File: config.mk
export PLATFORM = sky130hd
export DESIGN_NAME = cip_ram
export DESIGN_NICKNAME = d
export VERILOG_FILES = /design/src/rtl/cip_ram.sv
export SDC_FILE = /design/constraint.sdc
export NUM_CORES = 1
export LEC_CHECK = 0
export ABC_AREA = 1
export ABC_CLOCK_PERIOD_IN_PS = 2300
export BUFFER_PORTS_ARGS = -buffer_cell sky130_fd_sc_hd__buf_4
export CORE_MARGIN = 3
export CORE_UTILIZATION = 45
export CTS_CLUSTER_SIZE = 16
export DETAILED_ROUTE_END_ITERATION = 6
export HOLD_SLACK_MARGIN = 0.12
export PLACE_DENSITY = 0.63
export SLEW_MARGIN = 20
export SYNTH_ARGS = -nofsm -noshare
export SYNTH_HDL_FRONTEND = slang
export SYNTH_SLANG_ARGS = --single-unit
File: constraint.sdc
create_clock -name clk_i -period 2.3 [get_ports clk_i]
set_input_delay 0.115 -clock clk_i [delete_from_list [all_inputs] [get_ports clk_i]]
set_output_delay 0.115 -clock clk_i [all_outputs]
set_load 0.01 [all_outputs]
File: src/rtl/cip_ram.sv
// generic single write, single read ram with registered read data
module cip_ram #(
  parameter int unsigned Width = 8,
  parameter int unsigned Depth = 64
) (
  input  logic                     clk_i,
  input  logic                     we_i,
  input  logic [$clog2(Depth)-1:0] waddr_i,
  input  logic [Width-1:0]         wdata_i,
  input  logic [$clog2(Depth)-1:0] raddr_i,
  output logic [Width-1:0]         rdata_o
);

  logic [Width-1:0] mem_q [Depth];

  always_ff @(posedge clk_i) begin
    if (we_i) begin
      mem_q[waddr_i] <= wdata_i;
    end
    rdata_o <= mem_q[raddr_i];
  end

endmodule

* Word-level counts from Yosys, hierarchy flattened
Memory sizes are Yosys's and may differ from the RTL's. A register that Yosys moved wholly into a read port is not among the register bits.
Cells that the tools add are included.
** Word-level totals
- Register bits after elaboration :: 0
- RAM bits :: 512
- Input port bits :: 22
- Output and inout port bits :: 8
- Logic and storage cells :: 3
- Memories kept :: 1
** Cells by class
- Mux-type cells :: 2
** Memories
- mem_q :: words 64, bits a word 8, rd ports 1, clocked after Yosys merged registers in 1, write ports 1, line 14 : logic [Width-1:0] mem_q [Depth];
** Operators by type and width (count)
- 1-bit 2-to-1 mux :: 2

* Logic depth before layout (Yosys ltp)
- Depth in word-level cells :: 2
- Mapped depth :: 12
- Gate-level depth less buffers :: 9

* Worst setup path before layout
OpenSTA, ideal clock, no wires.
- Path kind :: in2reg
- From :: input we_i
- To :: memory mem_q[48][0] (enable)
- Library setup time :: 395 ps
- Arrival :: 1486 ps
- Required time :: 1905 ps
- Slack :: 419 ps
- Stages :: 3
- Buffers on the path :: 1
- Cells stage by stage :: clkbuf_1 -> nand4_1 -> nor4_1
** On the way
- Cells in the longest elaborated chain, start to end :: 2
** RTL lines
- from (decl) :: line 7 : input logic we_i,
- 1-bit 2-to-1 mux :: line 17 : if (we_i) begin
- 1-bit 2-to-1 mux (implied by the code) :: line 18 : mem_q[waddr_i] <= wdata_i;
- to (decl) :: line 14
No other way between the ends.

==> flow_summary.toml <==
[run_status]
status = "finished clean"

[die]
initial_utilization = 0.457
io-pin-count = 30
core_um2 = 46700
rows = 79
die_y_um = 224
die_x_um = 224
die-area_um2 = 50100

[critical_path]
crit_required_ps = 2840
crit_arrival_ps = 2720
cp.buffers_inverters = 4
critPathMaxStageDelay_ps = 790
worstSetupPathType = "in -> reg"
cp-end-kind = "flop"
r2r_setup_slack_ps = 540
setup.worst_path.start_class = "input pin"
crit_chain = "dlygate4sd3_1 -> buf_4 -> inv_1 -> nand2_1 -> nand3_1 -> nand3_1 -> dlygate4sd3_1 -> nand2_1"
critPathTopFamily = "buffers and inverters"
crit_fanout = 33
cp_slowest_cell = "inv_1"

[pwr]
power.density_nw_per_um2 = 833
peakVddDrop_mv = 0.589
p_leak_nw = 8.81

[placed_design]
dpl_cell_area_um2 = 22400
dp_cells = 2424
pre_cts_slack_ps = 448
gp_congestion = 0.890
portBuffers = 29
dp_hpwl_um = 32500

[sta]
finalHoldViolCount = 0
fin_skew_ps = 13.9
rsz0062_at_grt = "false"
final-max-slew-violation-count = 0
timing.hold.ws_ps = 141
max_slew_margin = 0.316
fin_crit_ps = 2180
max_freq_ghz = 0.459
tns_ps = 0
fin_crit_sh = 0.947
worst_pin_slew_ps = 1020
setup_viol = 0
worst_slack_ps = 123

[logic_synthesis]
synth-simple-area-share = 0.232
yosys.area.top_type_share = 0.720
synth_compound_area_frac = 0
ys_warn_count = 0
synth.most_common_cell = "nand2_1"
synth_cells = 1805
ys_ff_latch = 520
syn_nets = 1827
synth_mux_area_frac = 0
synthAdderAreaFrac = 0
synth_top_area_cell = "edfxtp_1"
synth_edf_count = 512
synthTopCellsByCount = "nand2_1 (648), edfxtp_1 (512), nand3_1 (439), nor2_1 (56), buf_2 (37)"
ys_seq_area_frac = 0.728
synth_area_leaders = "edfxtp_1 (72%), nand2_1 (11%), nand3_1 (10%), buf_6 (1.8%), nor2_1 (0.99%)"
synth_xor_xnor_area_share = 0
synth_area_per_cell_um2 = 11.8
syn_area_um2 = 21300
synth_flop_cell = "edfxtp_1"
async_flop_share = 0
synth_top_family_by_area = "simple AND/OR/NAND/NOR gates"
synth.distinct_cells = 16

[final_layout]
layout.nets = 1903
n_fill_cell = 4009
final_cells = 2529
syn_to_final_growth_pct = 13.2
register_area_um2 = 15500
multiInputGateArea_um2 = 4950
design_area_um2 = 24100
layout-drive-gt1-share = 0.106

[global_routing]
overflow = 0
first_global_vias = 13799
antenna_found_initial = 2
grt_pass1_wl_um = 85200
grt_max_degree = 161
grtUsageTotal = 0.224

[routing]
vias = 14272
final_antenna_net_count = 0
drc = 0
via_per_inst = 5.64
drtPass1Iterations = 5
wl_per_cell_um = 22.2
drt-total-wl_um = 56100
first_iter_violations = 1942

[clock_tree]
cts_resized = 0
insertion_delay_ps = 600
cts_sinks = 520
clockRootBuffer = "clkbuf_16"
post_cts_buffers = 0
cts_tree = "done"
clk_pin_slew_ps = 60
htree_levels = 2
clock_path_buffers = 3
cts_made_buffers = 53

[hold_path]
hold_class = "in -> reg"

[run]
maxCapViolCount = 0
-- final cells by class --
| class | instances | share of cell area |
|---|---|---|
| diodes | 2 | 0.000207 |
| clock buffers | 64 | 0.0584 |
| clock inverters | 30 | 0.0101 |
| inverters | 12 | 0.00218 |
| multi-input cells | 1160 | 0.205 |
| flip-flops and latches | 520 | 0.643 |
| well taps | 607 | 0.0314 |
| repair buffers | 134 | 0.0496 |
-- repair_timing --
action / CTS / global route
endpoints found under the hold margin: 120 / 0
endpoints found under the setup margin: 0 / 0
hold buffers: 9 / 0
-- worst reg2reg max path, delay by kind of cell (launching register included) --
family	cells	cell delay, ps
buffers and inverters	1	550
flip-flops	1	370
AND/OR/NAND/NOR	8	740
-- per-stage QoR --
stage / power [W] / util
floorplan: 0.0115 / -
global placement: 0.0120 / 0.480
detailed placement: 0.0120 / 0.480
CTS: 0.0202 / 0.518
global route: 0.0207 / 0.518
finish: 0.0201 / 0.518
-- routing by layer --
metal,global-route usage,wire [um],vias to the layer above
met1,0.326,24000,7024
met2,0.348,25600,631
li1,-,-,6502
met5,0,0,-
met4,0.0724,1630,0
met3,0.0391,4880,115
-- worst paths after layout --
| kind | depth (start not counted) | end | from |
|---|---|---|---|
| max | 8 | rdata_o[5]$_DFF_P_ | raddr_i[3] |
| min | 1 | mem_q[56][2]$_DFFE_PP_ | wdata_i[2] |
| max reg2reg | 9 | rdata_o[5]$_DFF_P_ | mem_q[39][5]$_DFFE_PP_ |
| min reg2reg | 8 | rdata_o[1]$_DFF_P_ | mem_q[48][1]$_DFFE_PP_ |
-- cell families (layout without fill, tap and decap cells) --
logic type | count (synthesis) | in the layout
DFF | 520 | 520
other | 0 | 2
buffers and inverters | 125 | 240
and+or+nand+nor | 1160 | 1160
-- flip-flops by register name (all words and copies together), names as in the netlist --
signal	count
mem_q	512
rdata_o	8
-- cell usage in the layout (no fill, tap or decap), drive strengths merged --
cell type    count
nand2          648
edfxtp         512
nand3          439
buf            124
clkbuf          65
nor2            56
clkinv          24
inv             13
nand4            9
dlygate4sd3      9
nor4             8
dfxtp            8
bufinv           4
diode            2
clkinvlp         1
-- power breakdown --
part,leakage [nW],switching [W],internal (W)
sequential,4.67,0.0000461,0.0105
clock,0.820,0.00350,0.00478
combinational,3.31,0.000950,0.000347
Power figures use the tool's default switching activity.
